File: src/hw/rtl/pid_position_incremental_unit_defines.svh
// ---------------------------------------------------------------------------
// PID unit assertion macros
// Shared concurrent assertion forms, clocked on i_clk, disabled in reset.
// ---------------------------------------------------------------------------
`ifndef PID_POSITION_INCREMENTAL_UNIT_DEFINES_SVH
`define PID_POSITION_INCREMENTAL_UNIT_DEFINES_SVH

// same-cycle implication
`define PPI_ASSERT_IMPL(lbl, ante, cons, msg) \
    lbl: assert property (@(posedge i_clk) disable iff (!i_rst_n) (ante) |-> (cons)) \
        else $error(msg);

// next-cycle implication
`define PPI_ASSERT_NEXT(lbl, ante, cons, msg) \
    lbl: assert property (@(posedge i_clk) disable iff (!i_rst_n) (ante) |=> (cons)) \
        else $error(msg);

`endif

File: src/hw/rtl/ppi_pkg.sv
// ---------------------------------------------------------------------------
// ppi_pkg
// Types, codes, microprogram and helper functions of the PID unit.
// ---------------------------------------------------------------------------
`default_nettype none

package ppi_pkg;

    localparam int FRAC_BITS = 16;
    localparam int DW        = 32;
    localparam int AW        = 64;
    localparam int CFG_IDX_W = 3;
    localparam int PC_W      = 5;
    localparam int UC_DEPTH  = 18;

    localparam logic [CFG_IDX_W-1:0] REG_MODE        = 3'd0;
    localparam logic [CFG_IDX_W-1:0] REG_GAIN_P      = 3'd1;
    localparam logic [CFG_IDX_W-1:0] REG_GAIN_I      = 3'd2;
    localparam logic [CFG_IDX_W-1:0] REG_GAIN_D      = 3'd3;
    localparam logic [CFG_IDX_W-1:0] REG_OUT_MIN     = 3'd4;
    localparam logic [CFG_IDX_W-1:0] REG_OUT_MAX     = 3'd5;
    localparam logic [CFG_IDX_W-1:0] REG_INTEG_LIMIT = 3'd6;

    localparam logic MODE_POS    = 1'b0;
    localparam logic MODE_INC    = 1'b1;
    localparam logic KIND_SAMPLE = 1'b0;
    localparam logic KIND_CLEAR  = 1'b1;

    localparam logic [1:0] CLAMP_NONE = 2'd0;
    localparam logic [1:0] CLAMP_HIGH = 2'd1;
    localparam logic [1:0] CLAMP_LOW  = 2'd2;

    localparam logic [PC_W-1:0] PC_ERR   = 5'd0;
    localparam logic [PC_W-1:0] PC_INC   = 5'd10;
    localparam logic [PC_W-1:0] PC_CLEAR = 5'd17;

    typedef enum logic [2:0] {A_NGD, A_K08, A_K02, A_GP, A_GI} t_asel;
    typedef enum logic [2:0] {B_DIFF, B_TERM, B_DF, B_ERR, B_ESUM, B_DE} t_bsel;
    typedef enum logic [2:0] {
        ACC_HOLD, ACC_LD_PROD, ACC_ADD_PROD, ACC_ADD_PROD_SAT, ACC_LD_LAST, ACC_ADD_DF
    } t_acc;
    typedef enum logic [3:0] {
        WR_NONE, WR_ERR, WR_POS_PREP, WR_INC_PREP, WR_TERM,
        WR_DF_PROD, WR_DF_ACC, WR_FINISH, WR_CLEAR
    } t_wr;
    typedef enum logic [1:0] {J_NEXT, J_MODE, J_END} t_jmp;

    typedef struct packed {
        t_asel           asel;
        t_bsel           bsel;
        logic            mul;
        t_acc            acc;
        t_wr             wr;
        t_jmp            jmp;
        logic [PC_W-1:0] target;
    } t_uword;

    typedef struct packed {
        logic               mode;
        logic signed [31:0] gain_p;
        logic signed [31:0] gain_i;
        logic signed [31:0] gain_d;
        logic signed [31:0] out_min;
        logic signed [31:0] out_max;
        logic [30:0]        integ_limit;
    } t_cfg;

    typedef struct packed {
        logic   load;
        logic   fire;
        t_uword uw;
    } t_dp_ctl;

    function automatic logic signed [AW-1:0] sx64(input logic signed [DW-1:0] v);
        return {{(AW-DW){v[DW-1]}}, v};
    endfunction

    function automatic logic signed [DW-1:0] sat32(input logic signed [AW-1:0] v);
        logic signed [DW-1:0] r;
        if (v > 64'sh0000_0000_7FFF_FFFF) begin
            r = 32'sh7FFF_FFFF;
        end else if (v < -64'sh0000_0000_8000_0000) begin
            r = 32'sh8000_0000;
        end else begin
            r = v[DW-1:0];
        end
        return r;
    endfunction

    function automatic t_uword uw_mk(input t_asel a, input t_bsel b, input logic m,
                                     input t_acc c, input t_wr w, input t_jmp j,
                                     input logic [PC_W-1:0] t);
        t_uword u;
        u.asel   = a;
        u.bsel   = b;
        u.mul    = m;
        u.acc    = c;
        u.wr     = w;
        u.jmp    = j;
        u.target = t;
        return u;
    endfunction

    // microprogram: positional at PC_ERR, incremental branch at PC_INC, clear at PC_CLEAR
    function automatic t_uword ucode(input logic [PC_W-1:0] pc);
        t_uword u;
        unique case (pc)
            5'd0:  u = uw_mk(A_GP,  B_ERR,  1'b0, ACC_HOLD,         WR_ERR,      J_MODE, PC_INC);
            5'd1:  u = uw_mk(A_GP,  B_ERR,  1'b0, ACC_HOLD,         WR_POS_PREP, J_NEXT, PC_ERR);
            5'd2:  u = uw_mk(A_NGD, B_DIFF, 1'b1, ACC_HOLD,         WR_NONE,     J_NEXT, PC_ERR);
            5'd3:  u = uw_mk(A_K08, B_DF,   1'b1, ACC_HOLD,         WR_TERM,     J_NEXT, PC_ERR);
            5'd4:  u = uw_mk(A_K02, B_TERM, 1'b1, ACC_LD_PROD,      WR_NONE,     J_NEXT, PC_ERR);
            5'd5:  u = uw_mk(A_GP,  B_ERR,  1'b1, ACC_ADD_PROD,     WR_NONE,     J_NEXT, PC_ERR);
            5'd6:  u = uw_mk(A_GI,  B_ESUM, 1'b1, ACC_LD_PROD,      WR_DF_ACC,   J_NEXT, PC_ERR);
            5'd7:  u = uw_mk(A_GP,  B_ERR,  1'b0, ACC_ADD_PROD,     WR_NONE,     J_NEXT, PC_ERR);
            5'd8:  u = uw_mk(A_GP,  B_ERR,  1'b0, ACC_ADD_DF,       WR_NONE,     J_NEXT, PC_ERR);
            5'd9:  u = uw_mk(A_GP,  B_ERR,  1'b0, ACC_HOLD,         WR_FINISH,   J_END,  PC_ERR);
            5'd10: u = uw_mk(A_GP,  B_ERR,  1'b0, ACC_HOLD,         WR_INC_PREP, J_NEXT, PC_ERR);
            5'd11: u = uw_mk(A_NGD, B_DIFF, 1'b1, ACC_HOLD,         WR_NONE,     J_NEXT, PC_ERR);
            5'd12: u = uw_mk(A_GP,  B_DE,   1'b1, ACC_LD_LAST,      WR_DF_PROD,  J_NEXT, PC_ERR);
            5'd13: u = uw_mk(A_GI,  B_ERR,  1'b1, ACC_ADD_PROD_SAT, WR_NONE,     J_NEXT, PC_ERR);
            5'd14: u = uw_mk(A_GP,  B_ERR,  1'b0, ACC_ADD_PROD_SAT, WR_NONE,     J_NEXT, PC_ERR);
            5'd15: u = uw_mk(A_GP,  B_ERR,  1'b0, ACC_ADD_DF,       WR_NONE,     J_NEXT, PC_ERR);
            5'd16: u = uw_mk(A_GP,  B_ERR,  1'b0, ACC_HOLD,         WR_FINISH,   J_END,  PC_ERR);
            5'd17: u = uw_mk(A_GP,  B_ERR,  1'b0, ACC_HOLD,         WR_CLEAR,    J_END,  PC_ERR);
            default: u = uw_mk(A_GP, B_ERR, 1'b0, ACC_HOLD,         WR_NONE,     J_END,  PC_ERR);
        endcase
        return u;
    endfunction

endpackage

`default_nettype wire

File: src/hw/rtl/ppi_datapath.sv
// ---------------------------------------------------------------------------
// ppi_datapath
// Shared multiplier, accumulator, controller history and output clamp,
// driven one control word per cycle by the sequencer; a word acts only while its fire bit is set.
// ---------------------------------------------------------------------------
`default_nettype none

module ppi_datapath #(
    parameter int FRAC_BITS = ppi_pkg::FRAC_BITS
) (
    input  wire logic               i_clk,
    input  wire logic               i_rst_n,
    input  wire ppi_pkg::t_dp_ctl   i_ctl,
    input  wire ppi_pkg::t_cfg      i_cfg,
    input  wire logic signed [31:0] i_setpoint,
    input  wire logic signed [31:0] i_measured,
    output logic signed [31:0]      o_res_drive,
    output logic [1:0]              o_res_clamp
);

    localparam int AW = ppi_pkg::AW;
    localparam longint K08_L = ((longint'(8) <<< FRAC_BITS) + 5) / 10;
    localparam longint K02_L = (longint'(1) <<< FRAC_BITS) - K08_L;
    localparam logic signed [32:0] K08 = 33'(K08_L);
    localparam logic signed [32:0] K02 = 33'(K02_L);
    localparam logic signed [AW-1:0] HALF = 64'(longint'(1) <<< (FRAC_BITS - 1));

    ppi_pkg::t_uword uw;

    logic signed [31:0] r_sp, n_sp, r_ms, n_ms;
    logic signed [31:0] r_err, n_err, r_diff, n_diff, r_de, n_de, r_term, n_term;
    logic signed [AW-1:0] r_prod, n_prod, r_acc, n_acc;
    logic signed [31:0] r_curr_meas, n_curr_meas, r_prev_meas, n_prev_meas;
    logic signed [31:0] r_prev2_meas, n_prev2_meas, r_prev_err, n_prev_err;
    logic signed [31:0] r_err_sum, n_err_sum, r_deriv_filt, n_deriv_filt;
    logic signed [31:0] r_last_drive, n_last_drive;

    logic signed [32:0]   mul_a;
    logic signed [31:0]   mul_b;
    logic signed [64:0]   mul_p;
    logic signed [AW-1:0] prod_q;
    logic signed [AW-1:0] esum_raw, lim64, d2_raw;
    logic signed [31:0]   esum_clamped;
    logic signed [31:0]   clamped;
    logic [1:0]           clamp_code;

    assign uw = i_ctl.uw;

    always_comb begin
        unique case (uw.asel)
            ppi_pkg::A_NGD: mul_a = -{i_cfg.gain_d[31], i_cfg.gain_d};
            ppi_pkg::A_K08: mul_a = K08;
            ppi_pkg::A_K02: mul_a = K02;
            ppi_pkg::A_GP:  mul_a = {i_cfg.gain_p[31], i_cfg.gain_p};
            ppi_pkg::A_GI:  mul_a = {i_cfg.gain_i[31], i_cfg.gain_i};
            default:        mul_a = '0;
        endcase
        unique case (uw.bsel)
            ppi_pkg::B_DIFF: mul_b = r_diff;
            ppi_pkg::B_TERM: mul_b = r_term;
            ppi_pkg::B_DF:   mul_b = r_deriv_filt;
            ppi_pkg::B_ERR:  mul_b = r_err;
            ppi_pkg::B_ESUM: mul_b = r_err_sum;
            ppi_pkg::B_DE:   mul_b = r_de;
            default:         mul_b = '0;
        endcase
    end

    assign mul_p  = mul_a * mul_b;
    assign prod_q = r_prod >>> FRAC_BITS;

    assign esum_raw = ppi_pkg::sx64(r_err_sum) + ppi_pkg::sx64(r_err);
    assign lim64    = {{(AW-31){1'b0}}, i_cfg.integ_limit};
    assign d2_raw   = ppi_pkg::sx64(r_ms) - (ppi_pkg::sx64(r_curr_meas) <<< 1)
                    + ppi_pkg::sx64(r_prev_meas);

    always_comb begin
        if (esum_raw > lim64) begin
            esum_clamped = lim64[31:0];
        end else if (esum_raw < -lim64) begin
            esum_clamped = 32'(-lim64);
        end else begin
            esum_clamped = esum_raw[31:0];
        end
    end

    // upper clamp wins when the limits are inverted
    always_comb begin
        if (r_acc > ppi_pkg::sx64(i_cfg.out_max)) begin
            clamped    = i_cfg.out_max;
            clamp_code = ppi_pkg::CLAMP_HIGH;
        end else if (r_acc < ppi_pkg::sx64(i_cfg.out_min)) begin
            clamped    = i_cfg.out_min;
            clamp_code = ppi_pkg::CLAMP_LOW;
        end else begin
            clamped    = r_acc[31:0];
            clamp_code = ppi_pkg::CLAMP_NONE;
        end
    end

    assign o_res_drive = (uw.wr == ppi_pkg::WR_CLEAR) ? '0 : clamped;
    assign o_res_clamp = (uw.wr == ppi_pkg::WR_CLEAR) ? ppi_pkg::CLAMP_NONE : clamp_code;

    always_comb begin
        n_sp = r_sp;   n_ms = r_ms;
        n_err = r_err; n_diff = r_diff; n_de = r_de; n_term = r_term;
        n_prod = r_prod; n_acc = r_acc;
        n_curr_meas = r_curr_meas; n_prev_meas = r_prev_meas;
        n_prev2_meas = r_prev2_meas; n_prev_err = r_prev_err;
        n_err_sum = r_err_sum; n_deriv_filt = r_deriv_filt;
        n_last_drive = r_last_drive;

        if (i_ctl.load) begin
            n_sp = i_setpoint;
            n_ms = i_measured;
        end

        if (i_ctl.fire) begin
            if (uw.mul) begin
                n_prod = mul_p[AW-1:0] + HALF;
            end

            unique case (uw.acc)
                ppi_pkg::ACC_HOLD:         n_acc = r_acc;
                ppi_pkg::ACC_LD_PROD:      n_acc = prod_q;
                ppi_pkg::ACC_ADD_PROD:     n_acc = r_acc + prod_q;
                ppi_pkg::ACC_ADD_PROD_SAT: n_acc = r_acc + ppi_pkg::sx64(ppi_pkg::sat32(prod_q));
                ppi_pkg::ACC_LD_LAST:      n_acc = ppi_pkg::sx64(r_last_drive);
                ppi_pkg::ACC_ADD_DF:       n_acc = r_acc + ppi_pkg::sx64(r_deriv_filt);
                default:                   n_acc = r_acc;
            endcase

            unique case (uw.wr)
                ppi_pkg::WR_NONE: ;
                ppi_pkg::WR_ERR: begin
                    n_err = ppi_pkg::sat32(ppi_pkg::sx64(r_sp) - ppi_pkg::sx64(r_ms));
                end
                ppi_pkg::WR_POS_PREP: begin
                    n_diff    = ppi_pkg::sat32(ppi_pkg::sx64(r_ms)
                                               - ppi_pkg::sx64(r_curr_meas));
                    n_err_sum = esum_clamped;
                end
                ppi_pkg::WR_INC_PREP: begin
                    n_diff = ppi_pkg::sat32(d2_raw);
                    n_de   = ppi_pkg::sat32(ppi_pkg::sx64(r_err) - ppi_pkg::sx64(r_prev_err));
                end
                ppi_pkg::WR_TERM:    n_term = ppi_pkg::sat32(prod_q);
                ppi_pkg::WR_DF_PROD: n_deriv_filt = ppi_pkg::sat32(prod_q);
                ppi_pkg::WR_DF_ACC:  n_deriv_filt = ppi_pkg::sat32(r_acc);
                ppi_pkg::WR_FINISH: begin
                    n_last_drive = clamped;
                    n_prev_meas  = r_curr_meas;
                    n_curr_meas  = r_ms;
                    n_prev_err   = r_err;
                    if (i_cfg.mode == ppi_pkg::MODE_INC) begin
                        n_prev2_meas = r_prev_meas;
                    end
                end
                ppi_pkg::WR_CLEAR: begin
                    n_curr_meas  = '0;
                    n_prev_meas  = '0;
                    n_prev2_meas = '0;
                    n_prev_err   = '0;
                    n_err_sum    = '0;
                    n_deriv_filt = '0;
                    n_last_drive = '0;
                end
                default: ;
            endcase
        end
    end

    always_ff @(posedge i_clk) begin
        r_sp   <= n_sp;
        r_ms   <= n_ms;
        r_err  <= n_err;
        r_diff <= n_diff;
        r_de   <= n_de;
        r_term <= n_term;
        r_prod <= n_prod;
        r_acc  <= n_acc;
    end

    always_ff @(posedge i_clk) begin
        if (!i_rst_n) begin
            r_curr_meas  <= '0;
            r_prev_meas  <= '0;
            r_prev2_meas <= '0;
            r_prev_err   <= '0;
            r_err_sum    <= '0;
            r_deriv_filt <= '0;
            r_last_drive <= '0;
        end else begin
            r_curr_meas  <= n_curr_meas;
            r_prev_meas  <= n_prev_meas;
            r_prev2_meas <= n_prev2_meas;
            r_prev_err   <= n_prev_err;
            r_err_sum    <= n_err_sum;
            r_deriv_filt <= n_deriv_filt;
            r_last_drive <= n_last_drive;
        end
    end

endmodule

`default_nettype wire

File: config.mk
export PLATFORM = sky130hd
export DESIGN_NAME = ppi_datapath
export DESIGN_NICKNAME = d
export VERILOG_FILES = /design/src/hw/rtl/pid_position_incremental_unit_defines.svh /design/src/hw/rtl/ppi_pkg.sv /design/src/hw/rtl/ppi_datapath.sv
export SDC_FILE = /design/constraint.sdc
export NUM_CORES = 2
export LEC_CHECK = 0
export ABC_AREA = 1
export BUFFER_PORTS_ARGS = -buffer_cell sky130_fd_sc_hd__buf_2
export CAP_MARGIN = 20
export CORE_MARGIN = 3
export CORE_UTILIZATION = 52
export DETAILED_ROUTE_END_ITERATION = 7
export PLACE_DENSITY = 0.72
export SKIP_LAST_GASP = 1
export SYNTH_ARGS = -nofsm -noshare
export SYNTH_HDL_FRONTEND = slang
export SYNTH_SLANG_ARGS = --single-unit
File: constraint.sdc
create_clock -name i_clk -period 9.61 [get_ports i_clk]
set_clock_uncertainty 0.1 [all_clocks]
set_input_delay 1.922 -clock i_clk [delete_from_list [all_inputs] [get_ports i_clk]]
set_output_delay 1.922 -clock i_clk [all_outputs]
set_load 0.005 [all_outputs]
# After elaboration in Yosys (flattened, before gate mapping)
# Cells that the tools add are included.
[word_totals] ff_bits=512 out_inout_bits=34 elab_cells=111
[classes] n_addsub=12 n_mul=1 magnitude_cmp=16 eq_ne=22 n_mux=30 n_reduce_logical=16
[op_table] operator="$mux 32" n=17
[op_table] operator="$pmux 32 s2" n=6
[op_table] operator="$pmux 64 s5" n=1
[op_table] operator="$pmux 32 s6" n=1
[op_table] operator="$pmux 33 s5" n=1
[op_table] operator="$add 64x32->64" n=2
[op_table] operator="$gt 33x32->1 const B" n=3
[op_table] operator="$lt 33x32->1 const B" n=3
[op_table] operator="$sub 32x32->33" n=3
[op_table] operator="$pmux 32 s3" n=1
[op_table] operator="$add 64x16->64 const B" n=1
[op_table] operator="$add 64x48->64" n=1
[op_table] operator="$gt 64x32->1" n=1
[op_table] operator="$gt 64x32->1 const B" n=1
[op_table] operator="$lt 33x64->1" n=1
[op_table] operator="$lt 64x32->1" n=1
[op_table] operator="$lt 64x32->1 const B" n=1
[op_table] operator="$mul 33x32->64" n=1
[op_table] operator="$neg 31->64" n=1
[op_table] operator="$gt 48x32->1 const B" n=1
[op_table] operator="$lt 48x32->1 const B" n=1
[op_table] operator="$add 34x32->35" n=1
[op_table] operator="$gt 35x32->1 const B" n=1
[op_table] operator="$lt 35x32->1 const B" n=1
[op_table] operator="other kinds (17)" n=45

# Longest topological paths before layout
[depth] ltp_word=7 mapped_depth=49 mapped_depth_nobuf=48

# Worst setup path before layout
# OpenSTA, ideal clock, no wires.
[synth_path] path_kind="input-to-reg" start="input i_cfg[95] in the netlist's numbering" end="register r_prod[63], data pin" setup_time_ps=252 arrival_ps=9603 required_time_ps=9258 slack_ps=-345 path_stages=34 cell_sequence="inv_1 ha_1 inv_1 nor3_2 nand2_1 nor2_2 nand3_2 nor2_1 nand2_1 o21ai_1 nand2_1 inv_1 buf_2 nor2_1 inv_1 fa_1 fa_1 fa_1 fa_1 inv_1 fa_1 fa_1 fa_1 fa_1 ha_1 a21oi_1 o21a_1 inv_1 a21oi_1 o21ai_0 a221oi_1 nand2_1 nand2_1 nand2_1"
[synth_via] elab_chain_cells=4
[synth_rtl] element="start: declaration" line_no="ppi_datapath.sv:14" rtl="input wire ppi_pkg::t_cfg i_cfg,"
[synth_rtl] element="$neg 33->33" line_no="ppi_datapath.sv:51" rtl="ppi_pkg::A_NGD: mul_a = -{i_cfg.gain_d[31], i_cfg.gain_d};"
[synth_rtl] element="$pmux 33 s5" line_no="ppi_datapath.sv:50" rtl="unique case (uw.asel)"
[synth_rtl] element="$mul 33x32->64" line_no="ppi_datapath.sv:69" rtl="assign mul_p = mul_a * mul_b;"
[synth_rtl] element="$add 64x16->64" line_no="ppi_datapath.sv:120" rtl="n_prod = mul_p[AW-1:0] + HALF;"
[synth_rtl] element="end signal: assignment" line_no="ppi_datapath.sv:180" rtl="r_prod <= n_prod;"
[synth_rtl] element="end: declaration" line_no="ppi_datapath.sv:32" rtl="logic signed [AW-1:0] r_prod, n_prod, r_acc, n_acc;"
# Every way passes these cells.
# A chain may end at the register's enable or synchronous reset.

# Worst setup path in the final report
[layout_path] start="input i_cfg[95] in the netlist's numbering" end="register r_prod[59], data pin"
# The elaborated chain is that of the path after synthesis.

==> impl_metrics.toml <==
[synth]
synth.cell_area_mm2 = 0.08242
synthArstFlopShare_pct = 0
synth_edf_count = 304
yosysWarningCount = 0
seq_area_frac_synth_pct = 15.74
ys.flop_type = "edfxtp_1"
synth_top_area_cell = "fa_1"
yosysMostFrequentCell = "nand2_1"
synth_cell_types = 70
synthTopCellsByCount = "2,360 x nand2_1, 2,268 x inv_1, 1,177 x nor2_1, 1,140 x fa_1, 750 x a21oi_1"
netlist_instances = 11012
yosysTopAreaCellShare_pct = 27.69
synth.area.top_cells = "fa_1 28%, edfxtp_1 11%, nand2_1 11%"
syn-mean-instance-area_um2 = 7.484
ys_ff_latch = 496
synth_nets = 13057

[route]
avgRoutedWirePerCell_um = 21.20
drt_iter0_drc = 8156
post_drt_via_cell_ratio = 5.591
wl_um = 298000
vias = 78589
drcViolationCount = 0
drtPass1Iterations = 8
ant_nets = 0

[pwr]
leakage_uw = 0.04848
irDropWorstVdd_v = 0.001008
power.density_mw_per_mm2 = 384.7

[sta]
setup_ws_ns = -0.03918
setup_viol = 3
slew_headroom_pct = 27.76
period_share_pct = 100.4
period_needed_ns = 9.649
worst_pin_slew_ns = 1.084
maxSlewViolCount = 0
fmaxAchievable_mhz = 103.6
whs_ns = 0.3606
finalSetupTns_ns = -0.09878
grt_setup_unrepaired = "true"
hold_viol = 0

[setup_path]
path_class = "in -> reg"
required_ns = 9.91
path_max_fanout = 6
critical_path.max_stage_delay_ns = 0.55
cp_common_cell = "fa_1"
cp-start-kind = "input port"
endpoint_kind = "flop"
crit_slowest_cell = "fa_1"
worstPathArrival_ns = 9.95

[cts]
cts.sinks = 496
hold_buffers = 0
root_buffer = "clkbuf_16"
clk_pin_slew_ns = 0.07
cts_htree_levels = 2
cts_made_buffers = 53
clk_path_buf_depth = 3
cts_tree = "built"
insertion_delay_ns = 0.68

[run]
maxCapViolations = 0

[floorplan]
ios = 315
num_rows = 145
start_util_pct = 52.58
die_y_um = 404.1
die_w_um = 404.1
die-area_mm2 = 0.1633
core_mm2 = 0.1568

[final_layout]
final_util_pct = 62.65
drive_above_1_share_pct = 17.25
final_cells = 14057
regArea_mm2 = 0.01297
syn_to_final_growth_pct = 19.15
nNetsFinal = 13990
design_area_mm2 = 0.09820
multiInputGateArea_mm2 = 0.06186
fill_cells = 13857

[placed_design]
io_buffers = 306
place_area_mm2 = 0.09268
place_inst = 13853
hpwl_um = 249000
place.gp.congestion = 1.043

[global_routing]
grt_pass1_vias = 76722
grt_overflow = 0
grt_antenna_before_repair = 9
grt_pass1_wl_um = 448300
track_usage_pct = 35.69
grt_max_degree = 98

[outcome]
status = "finished with violations"
violations = "setup timing"

[worst_hold_path]
hold_class = "reg -> reg"
critical path, delay by kind of cell:
family | cells | cell delay (ns)
adders and majority gates | 10 | 4.57
AOI/OAI and AO/OA | 1 | 0.05
and+or+nand+nor | 21 | 2.40
xor gates and xnor gates | 1 | 0.23
buffers and inverters | 9 | 0.77
metal layers:
metal | up-vias | global-route usage (%) | share of wire [%]
li1 | 36092 | - | -
met1 | 38155 | 51.13 | 42
met2 | 3773 | 54.16 | 43
met3 | 565 | 7.844 | 10
met4 | 4 | 10.83 | 4.0
met5 | - | 0 | 0.0074
final cells by class:
class	count	area share, %
clock buffer	67	1.468
tap	2058	2.622
sequential	496	13.21
antenna	9	0.02293
inverter	2321	8.974
multi-input combinational	7829	62.99
timing repair inverter	1	0.006371
clock inverter	33	0.3950
timing repair buffer	1243	10.31
path summary, 6_finish.rpt:
check / start / to / slack (ns) / cells after the start
max: i_cfg[95] / r_prod[59] / -0.04 / 42
max reg2reg: r_err[4] / r_prod[63] / 1.25 / 28
min reg2reg: r_prev_meas[17] / r_prev_meas[17] / 0.36 / 2
min: r_prev_meas[17] / r_prev_meas[17] / 0.36 / 2
cells by family (layout without fill, tap and decap cells):
kind of cell / Yosys count / in the layout / synth area share (%)
DFF: 496 / 496 / 15.74
adders and majority gates: 1764 / 1764 / 37.16
other: 0 / 9 / 0
buffers and inverters: 2687 / 3665 / 12.59
AOI/OAI and AO/OA: 1530 / 1530 / 10.38
and+or+nand+nor: 4316 / 4316 / 21.79
xor gates and xnor gates: 219 / 219 / 2.327
flip-flops by register name, indices dropped and copies added, names as in the netlist:
register / count
r_term: 32
r_sp: 32
r_prev_meas: 32
r_de: 32
r_diff: 32
r_prod: 48
r_acc: 64
r_last_drive: 32
r_ms: 32
r_deriv_filt: 32
r_err: 32
r_err_sum: 32
r_curr_meas: 32
r_prev_err: 32
timing repair:
| item | CTS | global route |
|---|---|---|
| gates cloned | 0 | 3 |
| pin swaps | 62 | 372 |
| gates resized for setup | 124 | 654 |
| endpoints found under the setup margin | 40 | 44 |
| buffers inserted | 11 | 80 |
metrics by stage:
step	power [uW]	setup slack (ns)
after floorplan	16410	-0.05699
final	37780	-0.03918
after global routing	40120	-0.3466
after global placement	26870	-1.004
after detailed placement	27170	-1.107
after CTS	30440	-0.07486
where the power goes:
part	switching, uW	internal, uW	total (uW)
combinational	18100	14000	32100
sequential	351	3100	3450
clock	985	1220	2200
placed cells by master, fill, tap and decap left out, types with 122 or more instances in the layout:
cell type / Yosys / layout
ha_1: 624 / 581
xor2_1: 168 / 157
edfxtp_1: 304 / 304
nand2_1: 2360 / 2253
nor2_1: 1177 / 1082
nand3_1: 426 / 423
a21oi_1: 750 / 666
fa_1: 1140 / 1069
buf_2: 109 / 303
inv_2: 39 / 122
o21ai_0: 431 / 391
dfxtp_1: 192 / 192
inv_1: 2268 / 2171
buf_4: 15 / 769
Note: power is estimated with default switching activity, not from simulation.
